$ cat config.mk
export PLATFORM = sky130hd
export DESIGN_NAME = md2_hash_engine_core
export DESIGN_NICKNAME = d
export VERILOG_FILES = /design/src/hw/rtl/md2_pkg.sv /design/src/hw/rtl/md2_ctrl.sv /design/src/hw/rtl/md2_dp.sv /design/src/hw/rtl/md2_hash_engine_core.sv
export VERILOG_INCLUDE_DIRS = /design/src /design/src/hw/rtl
export SDC_FILE = /design/constraint.sdc
export NUM_CORES = 2
export LEC_CHECK = 0
export BUFFER_PORTS_ARGS = -buffer_cell sky130_fd_sc_hd__buf_2
export CORE_UTILIZATION = 57
export DETAILED_ROUTE_END_ITERATION = 12
export MAX_ROUTING_LAYER = met4
export PLACE_DENSITY = 0.8
export RECOVER_POWER = 100
export SLEW_MARGIN = 10
export SYNTH_ARGS = -nofsm -noshare
export SYNTH_HDL_FRONTEND = slang
export SYNTH_SLANG_ARGS = --single-unit
$ cat constraint.sdc
create_clock -name clk -period 10.5 [get_ports clk]
set_input_delay 1.575 -clock clk [delete_from_list [all_inputs] [get_ports clk]]
set_output_delay 1.575 -clock clk [all_outputs]
set_load 0.05 [all_outputs]
$ cat src/hw/rtl/md2_hash_engine_core_assert.svh
// Assertion macros for the MD2 hash engine.
`ifndef MD2_HASH_ENGINE_CORE_ASSERT_SVH
`define MD2_HASH_ENGINE_CORE_ASSERT_SVH

// Implication checked on every clock edge outside reset.
`define MD2_ASSERT_IMP(lbl, ante, cons) \
	lbl: assert property (@(posedge clk) disable iff (!arst_n) (ante) |-> (cons)) \
		else $error("md2 assertion failed");

// Next-cycle implication checked on every clock edge outside reset.
`define MD2_ASSERT_NXT(lbl, ante, cons) \
	lbl: assert property (@(posedge clk) disable iff (!arst_n) (ante) |=> (cons)) \
		else $error("md2 assertion failed");

`endif

$ cat src/hw/rtl/md2_pkg.sv
// ----------------------------------------------------------------------------
// MD2 package
// Shared types, constants and the pi substitution table for the MD2 engine.
// ----------------------------------------------------------------------------
package md2_pkg;

	localparam int BLOCK_BYTES = 16;
	localparam int WORK_BYTES  = 48;
	localparam int ROUNDS      = 18;
	localparam int TDATA_IN_W  = 8;
	localparam int TUSER_IN_W  = 1;
	localparam int TDATA_OUT_W = 128;

	typedef enum logic [2:0] {
		ST_IDLE,
		ST_LOAD,
		ST_ROUND,
		ST_CSUM,
		ST_PAD,
		ST_OUT
	} md2_state_t;

	// Commands from the controller to the datapath.
	typedef struct packed {
		logic       absorb;     // write in_byte to the buffer at fill
		logic       pad_byte;   // write pad value to the buffer at fill
		logic       load;       // form the 48-byte work block
		logic       final_blk;  // block source is the checksum
		logic       round_step; // one S-box step on the work block
		logic       csum_step;  // one checksum byte update
		logic       commit;     // copy work block into chaining state
		logic       clear;      // clear all state after the digest
	} md2_cmd_t;

	// Status from the datapath to the controller.
	typedef struct packed {
		logic       buf_full;   // fill count wrapped to 16
		logic       fill_zero;
		logic       round_last; // last step of the last round
		logic       csum_last;  // last checksum byte
	} md2_stat_t;

	function automatic logic [7:0] pi_sbox(input logic [7:0] idx);
		logic [7:0] tbl [256];
		tbl = '{
			8'd41, 8'd46, 8'd67, 8'd201, 8'd162, 8'd216, 8'd124, 8'd1, 8'd61, 8'd54,
			8'd84, 8'd161, 8'd236, 8'd240, 8'd6, 8'd19, 8'd98, 8'd167, 8'd5, 8'd243,
			8'd192, 8'd199, 8'd115, 8'd140, 8'd152, 8'd147, 8'd43, 8'd217, 8'd188,
			8'd76, 8'd130, 8'd202, 8'd30, 8'd155, 8'd87, 8'd60, 8'd253, 8'd212,
			8'd224, 8'd22, 8'd103, 8'd66, 8'd111, 8'd24, 8'd138, 8'd23, 8'd229,
			8'd18, 8'd190, 8'd78, 8'd196, 8'd214, 8'd218, 8'd158, 8'd222, 8'd73,
			8'd160, 8'd251, 8'd245, 8'd142, 8'd187, 8'd47, 8'd238, 8'd122, 8'd169,
			8'd104, 8'd121, 8'd145, 8'd21, 8'd178, 8'd7, 8'd63, 8'd148, 8'd194,
			8'd16, 8'd137, 8'd11, 8'd34, 8'd95, 8'd33, 8'd128, 8'd127, 8'd93,
			8'd154, 8'd90, 8'd144, 8'd50, 8'd39, 8'd53, 8'd62, 8'd204, 8'd231,
			8'd191, 8'd247, 8'd151, 8'd3, 8'd255, 8'd25, 8'd48, 8'd179, 8'd72,
			8'd165, 8'd181, 8'd209, 8'd215, 8'd94, 8'd146, 8'd42, 8'd172, 8'd86,
			8'd170, 8'd198, 8'd79, 8'd184, 8'd56, 8'd210, 8'd150, 8'd164, 8'd125,
			8'd182, 8'd118, 8'd252, 8'd107, 8'd226, 8'd156, 8'd116, 8'd4, 8'd241,
			8'd69, 8'd157, 8'd112, 8'd89, 8'd100, 8'd113, 8'd135, 8'd32, 8'd134,
			8'd91, 8'd207, 8'd101, 8'd230, 8'd45, 8'd168, 8'd2, 8'd27, 8'd96,
			8'd37, 8'd173, 8'd174, 8'd176, 8'd185, 8'd246, 8'd28, 8'd70, 8'd97,
			8'd105, 8'd52, 8'd64, 8'd126, 8'd15, 8'd85, 8'd71, 8'd163, 8'd35,
			8'd221, 8'd81, 8'd175, 8'd58, 8'd195, 8'd92, 8'd249, 8'd206, 8'd186,
			8'd197, 8'd234, 8'd38, 8'd44, 8'd83, 8'd13, 8'd110, 8'd133, 8'd40,
			8'd132, 8'd9, 8'd211, 8'd223, 8'd205, 8'd244, 8'd65, 8'd129, 8'd77,
			8'd82, 8'd106, 8'd220, 8'd55, 8'd200, 8'd108, 8'd193, 8'd171, 8'd250,
			8'd36, 8'd225, 8'd123, 8'd8, 8'd12, 8'd189, 8'd177, 8'd74, 8'd120,
			8'd136, 8'd149, 8'd139, 8'd227, 8'd99, 8'd232, 8'd109, 8'd233, 8'd203,
			8'd213, 8'd254, 8'd59, 8'd0, 8'd29, 8'd57, 8'd242, 8'd239, 8'd183,
			8'd14, 8'd102, 8'd88, 8'd208, 8'd228, 8'd166, 8'd119, 8'd114, 8'd248,
			8'd235, 8'd117, 8'd75, 8'd10, 8'd49, 8'd68, 8'd80, 8'd180, 8'd143,
			8'd237, 8'd31, 8'd26, 8'd219, 8'd153, 8'd141, 8'd51, 8'd159, 8'd17,
			8'd131, 8'd20
		};
		return tbl[idx];
	endfunction

endpackage

$ cat src/hw/rtl/md2_ctrl.sv
// ----------------------------------------------------------------------------
// MD2 controller
// Sequences absorb, compression, checksum, padding and digest output.
// ----------------------------------------------------------------------------
module md2_ctrl (
	input  logic              clk,
	input  logic              arst_n,
	input  logic              in_fire,
	input  logic              in_present,
	input  logic              in_end,
	input  logic              out_taken,
	input  md2_pkg::md2_stat_t stat,
	output md2_pkg::md2_cmd_t  cmd,
	output logic              in_ready,
	output logic              out_valid
);
	import md2_pkg::*;

	md2_state_t state_q, state_d;
	logic       end_pend_q;  // message end is pending
	logic       final_q;     // current compression is the checksum block
	// Set once padding has written at least one byte; then the next full
	// block is the last message block and the checksum follows it.
	logic       padded_q;

	always_comb begin
		state_d = state_q;
		case (state_q)
			ST_IDLE: begin
				if (in_fire) begin
					if (in_present && stat.buf_full) state_d = ST_LOAD;
					else if (in_end) state_d = ST_PAD;
				end
			end
			ST_PAD: begin
				if (stat.buf_full) state_d = ST_LOAD;
			end
			ST_LOAD: state_d = ST_ROUND;
			ST_ROUND: begin
				if (stat.round_last) state_d = final_q ? ST_OUT : ST_CSUM;
			end
			ST_CSUM: begin
				if (stat.csum_last) begin
					if (!end_pend_q) state_d = ST_IDLE;
					else if (stat.fill_zero && !final_q && padded_q) state_d = ST_LOAD;
					else state_d = ST_PAD;
				end
			end
			ST_OUT: begin
				if (out_taken) state_d = ST_IDLE;
			end
			default: state_d = ST_IDLE;
		endcase
	end

	always_ff @(posedge clk or negedge arst_n) begin
		if (!arst_n) begin
			state_q    <= ST_IDLE;
			end_pend_q <= 1'b0;
			final_q    <= 1'b0;
			padded_q   <= 1'b0;
		end else begin
			state_q <= state_d;
			if (state_q == ST_IDLE && in_fire && in_end) end_pend_q <= 1'b1;
			if (state_q == ST_PAD) padded_q <= 1'b1;
			if (state_q == ST_CSUM && stat.csum_last && end_pend_q && padded_q)
				final_q <= 1'b1;
			if (state_q == ST_OUT && out_taken) begin
				end_pend_q <= 1'b0;
				final_q    <= 1'b0;
				padded_q   <= 1'b0;
			end
		end
	end

	always_comb begin
		cmd            = '0;
		cmd.absorb     = (state_q == ST_IDLE) && in_fire && in_present;
		cmd.pad_byte   = (state_q == ST_PAD);
		cmd.load       = (state_q == ST_LOAD);
		cmd.final_blk  = final_q;
		cmd.round_step = (state_q == ST_ROUND);
		cmd.csum_step  = (state_q == ST_CSUM);
		cmd.commit     = (state_q == ST_ROUND) && stat.round_last;
		cmd.clear      = (state_q == ST_OUT) && out_taken;
		in_ready       = (state_q == ST_IDLE);
		out_valid      = (state_q == ST_OUT);
	end

endmodule

$ cat src/hw/rtl/md2_dp.sv
// ----------------------------------------------------------------------------
// MD2 datapath
// Block buffer, 48-byte work block with one S-box step per cycle, checksum.
// ----------------------------------------------------------------------------
module md2_dp (
	input  logic              clk,
	input  logic              arst_n,
	input  md2_pkg::md2_cmd_t  cmd,
	input  logic [7:0]        in_byte,
	output md2_pkg::md2_stat_t stat,
	output logic [127:0]      digest
);
	import md2_pkg::*;

	logic [7:0] buf_q  [BLOCK_BYTES];
	logic [7:0] work_q [WORK_BYTES];
	logic [7:0] chain_q [BLOCK_BYTES];
	logic [7:0] csum_q  [BLOCK_BYTES];
	logic [3:0] fill_q;
	logic [5:0] pos_q;    // work block position
	logic [4:0] rnd_q;    // round number
	logic [3:0] cpos_q;   // checksum position
	logic [7:0] t_q;      // running S-box index
	logic [7:0] ct_q;     // checksum carry byte
	logic [7:0] pad_q;    // pad value held for the rest of the padding run
	logic       pad_run_q;
	logic [7:0] pad_val;
	logic [7:0] blk_byte;
	logic [7:0] step_val;
	logic [7:0] csum_val;
	logic       wr_buf;

	// The pad value is fixed by the fill count at the first pad byte.
	assign pad_val  = pad_run_q ? pad_q : (8'd16 - {4'd0, fill_q});
	assign wr_buf   = cmd.absorb || cmd.pad_byte;
	// The work block rotates by one byte per step, so the byte being
	// updated is always at the head.
	assign step_val = work_q[0] ^ pi_sbox(t_q);
	assign blk_byte = buf_q[cpos_q];
	assign csum_val = csum_q[cpos_q] ^ pi_sbox(blk_byte ^ ct_q);

	assign stat.buf_full   = wr_buf && (fill_q == 4'hf);
	assign stat.fill_zero  = (fill_q == 4'd0);
	assign stat.round_last = (pos_q == 6'(WORK_BYTES - 1)) && (rnd_q == 5'(ROUNDS - 1));
	assign stat.csum_last  = (cpos_q == 4'hf);

	always_ff @(posedge clk or negedge arst_n) begin
		if (!arst_n) begin
			fill_q    <= '0;
			pos_q     <= '0;
			rnd_q     <= '0;
			cpos_q    <= '0;
			t_q       <= '0;
			ct_q      <= '0;
			pad_q     <= '0;
			pad_run_q <= 1'b0;
			for (int i = 0; i < BLOCK_BYTES; i++) begin
				chain_q[i] <= '0;
				csum_q[i]  <= '0;
			end
		end else if (cmd.clear) begin
			fill_q <= '0;
			for (int i = 0; i < BLOCK_BYTES; i++) begin
				chain_q[i] <= '0;
				csum_q[i]  <= '0;
			end
		end else begin
			pad_run_q <= cmd.pad_byte;
			pad_q     <= pad_val;
			if (wr_buf) fill_q <= fill_q + 4'd1;
			if (cmd.load) begin
				pos_q  <= '0;
				rnd_q  <= '0;
				t_q    <= '0;
				cpos_q <= '0;
				ct_q   <= csum_q[BLOCK_BYTES-1];
			end
			if (cmd.round_step) begin
				t_q <= step_val;
				if (pos_q == 6'(WORK_BYTES - 1)) begin
					pos_q <= '0;
					rnd_q <= rnd_q + 5'd1;
					t_q   <= step_val + {3'd0, rnd_q};
				end else begin
					pos_q <= pos_q + 6'd1;
				end
			end
			// On the last step byte 0 of the work block sits one place behind the head.
			if (cmd.commit) begin
				for (int i = 0; i < BLOCK_BYTES; i++) chain_q[i] <= work_q[i + 1];
			end
			if (cmd.csum_step) begin
				csum_q[cpos_q] <= csum_val;
				ct_q           <= csum_val;
				cpos_q         <= cpos_q + 4'd1;
			end
		end
	end

	// Payload storage: the buffer and the work block need no reset.
	always_ff @(posedge clk) begin
		if (wr_buf) buf_q[fill_q] <= cmd.absorb ? in_byte : pad_val;
		if (cmd.load) begin
			for (int i = 0; i < BLOCK_BYTES; i++) begin
				work_q[i]      <= chain_q[i];
				work_q[i + 16] <= cmd.final_blk ? csum_q[i] : buf_q[i];
				work_q[i + 32] <= chain_q[i] ^ (cmd.final_blk ? csum_q[i] : buf_q[i]);
			end
		end
		if (cmd.round_step) begin
			for (int i = 0; i < WORK_BYTES - 1; i++) work_q[i] <= work_q[i + 1];
			work_q[WORK_BYTES-1] <= step_val;
		end
	end

	always_comb begin
		for (int i = 0; i < BLOCK_BYTES; i++) digest[127 - 8*i -: 8] = chain_q[i];
	end

endmodule

$ cat src/hw/rtl/md2_hash_engine_core.sv
// Sequence: each full 16-byte block is loaded, then run through the S-box
// steps and the checksum steps; the end item starts padding (a whole pad
// block when it also completes a block); the checksum block comes last.
// Throughput: one byte per cycle into the buffer while idle, then one S-box
// step per cycle in the shared work-block unit; no byte is taken meanwhile.
// Reset: arst_n clears chaining state, checksum, fill count and the controller.
// ----------------------------------------------------------------------------
// MD2 hash engine core
// Streams message bytes and returns the 128-bit MD2 digest at end of message.
// ----------------------------------------------------------------------------
`include "md2_hash_engine_core_assert.svh"

module md2_hash_engine_core (
	input  logic                               clk,
	input  logic                               arst_n,
	input  logic                               s_tvalid,
	output logic                               s_tready,
	input  logic [md2_pkg::TDATA_IN_W-1:0]     s_tdata,  // data_byte
	input  logic [md2_pkg::TUSER_IN_W-1:0]     s_tuser,  // byte_present
	input  logic                               s_tlast,  // end_of_message
	output logic                               m_tvalid,
	input  logic                               m_tready,
	output logic [md2_pkg::TDATA_OUT_W-1:0]    m_tdata   // digest_low, digest_high
);
	import md2_pkg::*;

	md2_cmd_t     cmd;
	md2_stat_t    stat;
	logic [127:0] digest;
	logic         in_fire;
	logic [4:0]   cmd_vec;

	assign in_fire = s_tvalid && s_tready;
	assign cmd_vec = {cmd.absorb, cmd.pad_byte, cmd.load, cmd.round_step, cmd.csum_step};

	md2_ctrl u_ctrl (
		.clk       (clk),
		.arst_n    (arst_n),
		.in_fire   (in_fire),
		.in_present(s_tuser[0]),
		.in_end    (s_tlast),
		.out_taken (m_tvalid && m_tready),
		.stat      (stat),
		.cmd       (cmd),
		.in_ready  (s_tready),
		.out_valid (m_tvalid)
	);

	md2_dp u_dp (
		.clk    (clk),
		.arst_n (arst_n),
		.cmd    (cmd),
		.in_byte(s_tdata),
		.stat   (stat),
		.digest (digest)
	);

	assign m_tdata = {digest[63:0], digest[127:64]};

	`MD2_ASSERT_IMP(a_no_take_while_out, m_tvalid, !s_tready)
	`MD2_ASSERT_IMP(a_one_cmd, 1'b1, $onehot0(cmd_vec))
	`MD2_ASSERT_NXT(a_clear_idle, m_tvalid && m_tready, s_tready && !m_tvalid)

endmodule
==> impl_metrics.json <==
{
  "run_status": "complete, but fails checks",
  "violations": "capacitance limit, slew limit",
  "power_density_nw_per_um2": 358,
  "yosysTopAreaCellShare_pct": 34.9,
  "maxSlewHeadroom_pct": -356,
  "cts-resized-gates": 0,
  "period_share_pct": 80.9,
  "postRouteAntennaNets": 0,
  "cp_slowest_cell": "dfrtp_1",
  "place_congestion": 1.01,
  "clock_latency_ns": 0.68,
  "worst_path_largest_cell_delay_ns": 1.47,
  "cp.required_ns": 10.92,
  "globalRouteOverflowTotal": 0,
  "synth_seq_area_share_pct": 52.3,
  "die_height_um": 280,
  "final_cell_mix": "nand2_1, edfxtp_1, a21oi_1, nor2_1, nand3_1",
  "synth.distinct_cells": 91,
  "fp.dieW_um": 280,
  "synth_ff_type": "edfxtp_1",
  "cp-endpoint": "u_dp.csum_q[115]$_DFFE_PN0P_",
  "postCtsSetupBuffers": 0,
  "crit_arrival_ns": 8.92,
  "min_delay_path_depth": 2,
  "clock_sinks": 818,
  "port_buffers": 143,
  "fin_nets": 4472,
  "grt_pass1_wl_um": 228000,
  "synth_edf_count": 512,
  "synth_area_um2": 44000,
  "fill_cells": 6073,
  "holdBufCountCts": 0,
  "synthTopCellsByArea": "edfxtp_1, dfrtp_1, nand2_1",
  "core_um2": 76200,
  "ys_ff_latch": 818,
  "dieArea_um2": 78400,
  "max_freq_mhz": 118,
  "via_per_inst": 6.78,
  "clockBufferDepth": 3,
  "period_minus_slack_ns": 8.50,
  "finalPower_uw": 17100,
  "final_area_um2": 47700,
  "min_path_type": "reg -> reg",
  "ys_async_sr_fraction_pct": 37.4,
  "grt_max_degree": 258,
  "cp_common_cell": "mux2i_1",
  "initial_core_util_pct": 57.8,
  "drt_iter0_markers": 6359,
  "drc_errors": 0,
  "layout_commonest_cell": "nand2_1",
  "rrSetupSlack_ns": 2.00,
  "antenna_found_initial": 7,
  "syn_area_per_cell_um2": 9.85,
  "setup_viol_count_final": 0,
  "wl_per_cell_um": 27.9,
  "htreeDepth": 3,
  "ff2ff_path_depth": 18,
  "root_buffer": "clkbuf_16",
  "dpl.hpwl_um": 102000,
  "track_usage_pct": 40.2,
  "syn_inst": 4471,
  "yosys.area.top_type": "edfxtp_1",
  "peakVddDrop_mv": 0.320,
  "worstSetupStartpoint": "u_dp.cpos_q[1]$_DFFE_PN0P_",
  "p_leak_uw": 0.0183,
  "placedInstanceArea_um2": 45300,
  "drt_wl_total_um": 154000,
  "worstSetupStartpointType": "flop",
  "r2r-start": "u_dp.cpos_q[1]$_DFFE_PN0P_",
  "cts_tree": "done",
  "yosys_warnings": 0,
  "first_global_vias": 34700,
  "first_pass_iters": 8,
  "regToRegEndpoint": "u_dp.csum_q[115]$_DFFE_PN0P_",
  "drive_above_1_share_pct": 7.12,
  "slew_violations": 944,
  "tightest_slew_ns": 6.84,
  "drv_cap": 12,
  "tns_ns": 0,
  "critPathKind": "reg -> reg",
  "num_vias": 37400,
  "clkSlewWorstSetupHoldPaths_ns": 0.06,
  "hold_violations": 0,
  "endpoint_kind": "flop",
  "cts-buffers-inserted": 84,
  "synth_fp_nets": 4532,
  "worstPathCellList": "buf_4 -> mux4_2 -> mux2i_1 -> mux2i_1 -> xor2_2 -> buf_4 -> inv_1 -> ha_1 -> clkbuf_1 -> inv_1 -> nand4_1 -> a41oi_1 -> o211a_1 -> a32oi_1 -> mux2i_1 -> nor4_1 -> clkbuf_1 -> o21ai_0",
  "rows": 101,
  "areaGrowthSynthToFinish_pct": 8.43,
  "rsz0062_at_grt": "no",
  "crit_fanout": 56,
  "finClkSkew_ns": 0.0734,
  "top_level_ports": 144
}
## critical path: cells and delay by family, from the launching register on
kind	cells	cell delay, ns
buffers and inverters	6	3.37
DFF	1	1.47
muxes	4	1.14
AOI/OAI and AO/OA	4	0.98
and+or+nand+nor	2	0.58
adders and majority gates	1	0.47
xor gates and xnor gates	1	0.18
## synthesized netlist by cell type, drive strengths merged, types with 5 or more instances
| master | n |
|---|---|
| a311oi | 17 |
| or2 | 10 |
| nor3 | 65 |
| a21oi | 428 |
| a31oi | 32 |
| o21ai | 273 |
| a32oi | 5 |
| o221ai | 7 |
| a211oi | 38 |
| o311a | 5 |
| nor2b | 21 |
| a22oi | 23 |
| nand2 | 802 |
| nand2b | 17 |
| o22ai | 14 |
| nand4 | 16 |
| or3 | 11 |
| nor3b | 7 |
| and2 | 18 |
| nand3 | 313 |
| a211o | 13 |
| o21a | 6 |
| a221oi | 10 |
| inv | 33 |
| a2111oi | 8 |
| o31ai | 36 |
| and3 | 29 |
| o311ai | 15 |
| dfrtp | 306 |
| o32ai | 5 |
| buf | 111 |
| o2111ai | 11 |
| xor2 | 139 |
| clkbuf | 263 |
| a21o | 7 |
| mux4 | 68 |
| nor2 | 399 |
| xnor2 | 22 |
| o31a | 6 |
| nor4 | 6 |
| edfxtp | 512 |
| o211ai | 49 |
| ha | 46 |
| mux2i | 192 |
## state kept, by name (all words and copies together), names as in the netlist, 3 cells and up
register,count
u_dp.cpos_q,4
u_dp.t_q,8
u_ctrl.state_q,3
u_dp.ct_q,8
u_dp.buf_q,128
u_dp.digest,128
u_dp.work_q,384
u_dp.rnd_q,5
u_dp.csum_q,128
u_dp.pad_q,8
u_dp.pos_q,6
u_dp.fill_q,4
## cell families (layout without fill, tap and decap cells)
kind of cell	count (synthesis)	count (layout)	synth area share, %
buffers and inverters	409	418	3.98
adder cells (fa/ha/maj)	47	47	1.35
XOR/XNOR	161	161	3.22
AND/OR/NAND/NOR	1731	1731	16.9
multiplexers	263	263	7.92
flip-flops	818	818	52.3
AO/OA/AOI/OAI	1042	1042	14.3
other	0	5	0
## area by class of cell
type	instances	area, um^2	area share [%]
Inverter	35	140	0.293
Sequential cell	818	23000	48.3
Tap cell	1030	1290	2.70
Clock inverter	25	404	0.846
Multi-Input combinational cell	3244	19300	40.4
Antenna cell	5	12.5	0.0262
Timing Repair Buffer	228	1140	2.40
Clock buffer	130	2450	5.12
## stage by stage
| stage | hold slack (ns) | utilization [%] | setup slack, ns | instances |
|---|---|---|---|---|
| global placement | 0.446 | 59.4 | 3.83 | 5355 |
| global route | 0.475 | 62.7 | 1.75 | 5515 |
| CTS | 0.464 | 63.1 | 3.82 | 5510 |
| finish | 0.464 | 62.7 | 2.00 | 5515 |
| detailed placement | 0.451 | 59.4 | 3.82 | 5355 |
| floorplan | 0.441 | - | 0.450 | 4471 |
## worst min-delay path by stage
stage,from,endpoint
CTS,u_dp.work_q[1][42]$_DFFE_PN_,u_dp.digest[26]$_DFFE_PN0P_
finish,u_dp.work_q[1][6]$_DFFE_PN_,u_dp.digest[70]$_DFFE_PN0P_
detailed placement,u_dp.work_q[1][31]$_DFFE_PN_,u_dp.digest[47]$_DFFE_PN0P_
global route,u_dp.work_q[1][42]$_DFFE_PN_,u_dp.digest[26]$_DFFE_PN0P_
global placement,u_dp.work_q[1][14]$_DFFE_PN_,u_dp.digest[62]$_DFFE_PN0P_
floorplan,u_dp.work_q[0][36]$_DFFE_PN_,u_dp.digest[100]$_DFFE_PN0P_
## layer usage
layer	wire length, um	vias up	global-route usage (%)
met4	7930	0	17.0
met5	0	-	-
li1	-	16000	-
met3	20100	476	9.82
met1	58100	18200	54.5
met2	67900	2768	57.9
## where the power goes
| part | internal (uW) | total [uW] | switching, uW |
|---|---|---|---|
| registers | 4740 | 5670 | 932 |
| clock network | 1770 | 3090 | 1320 |
| logic | 2210 | 8320 | 6110 |
| total | 8720 | 17100 | 8360 |
No activity file was read; power rests on OpenSTA's default activity.
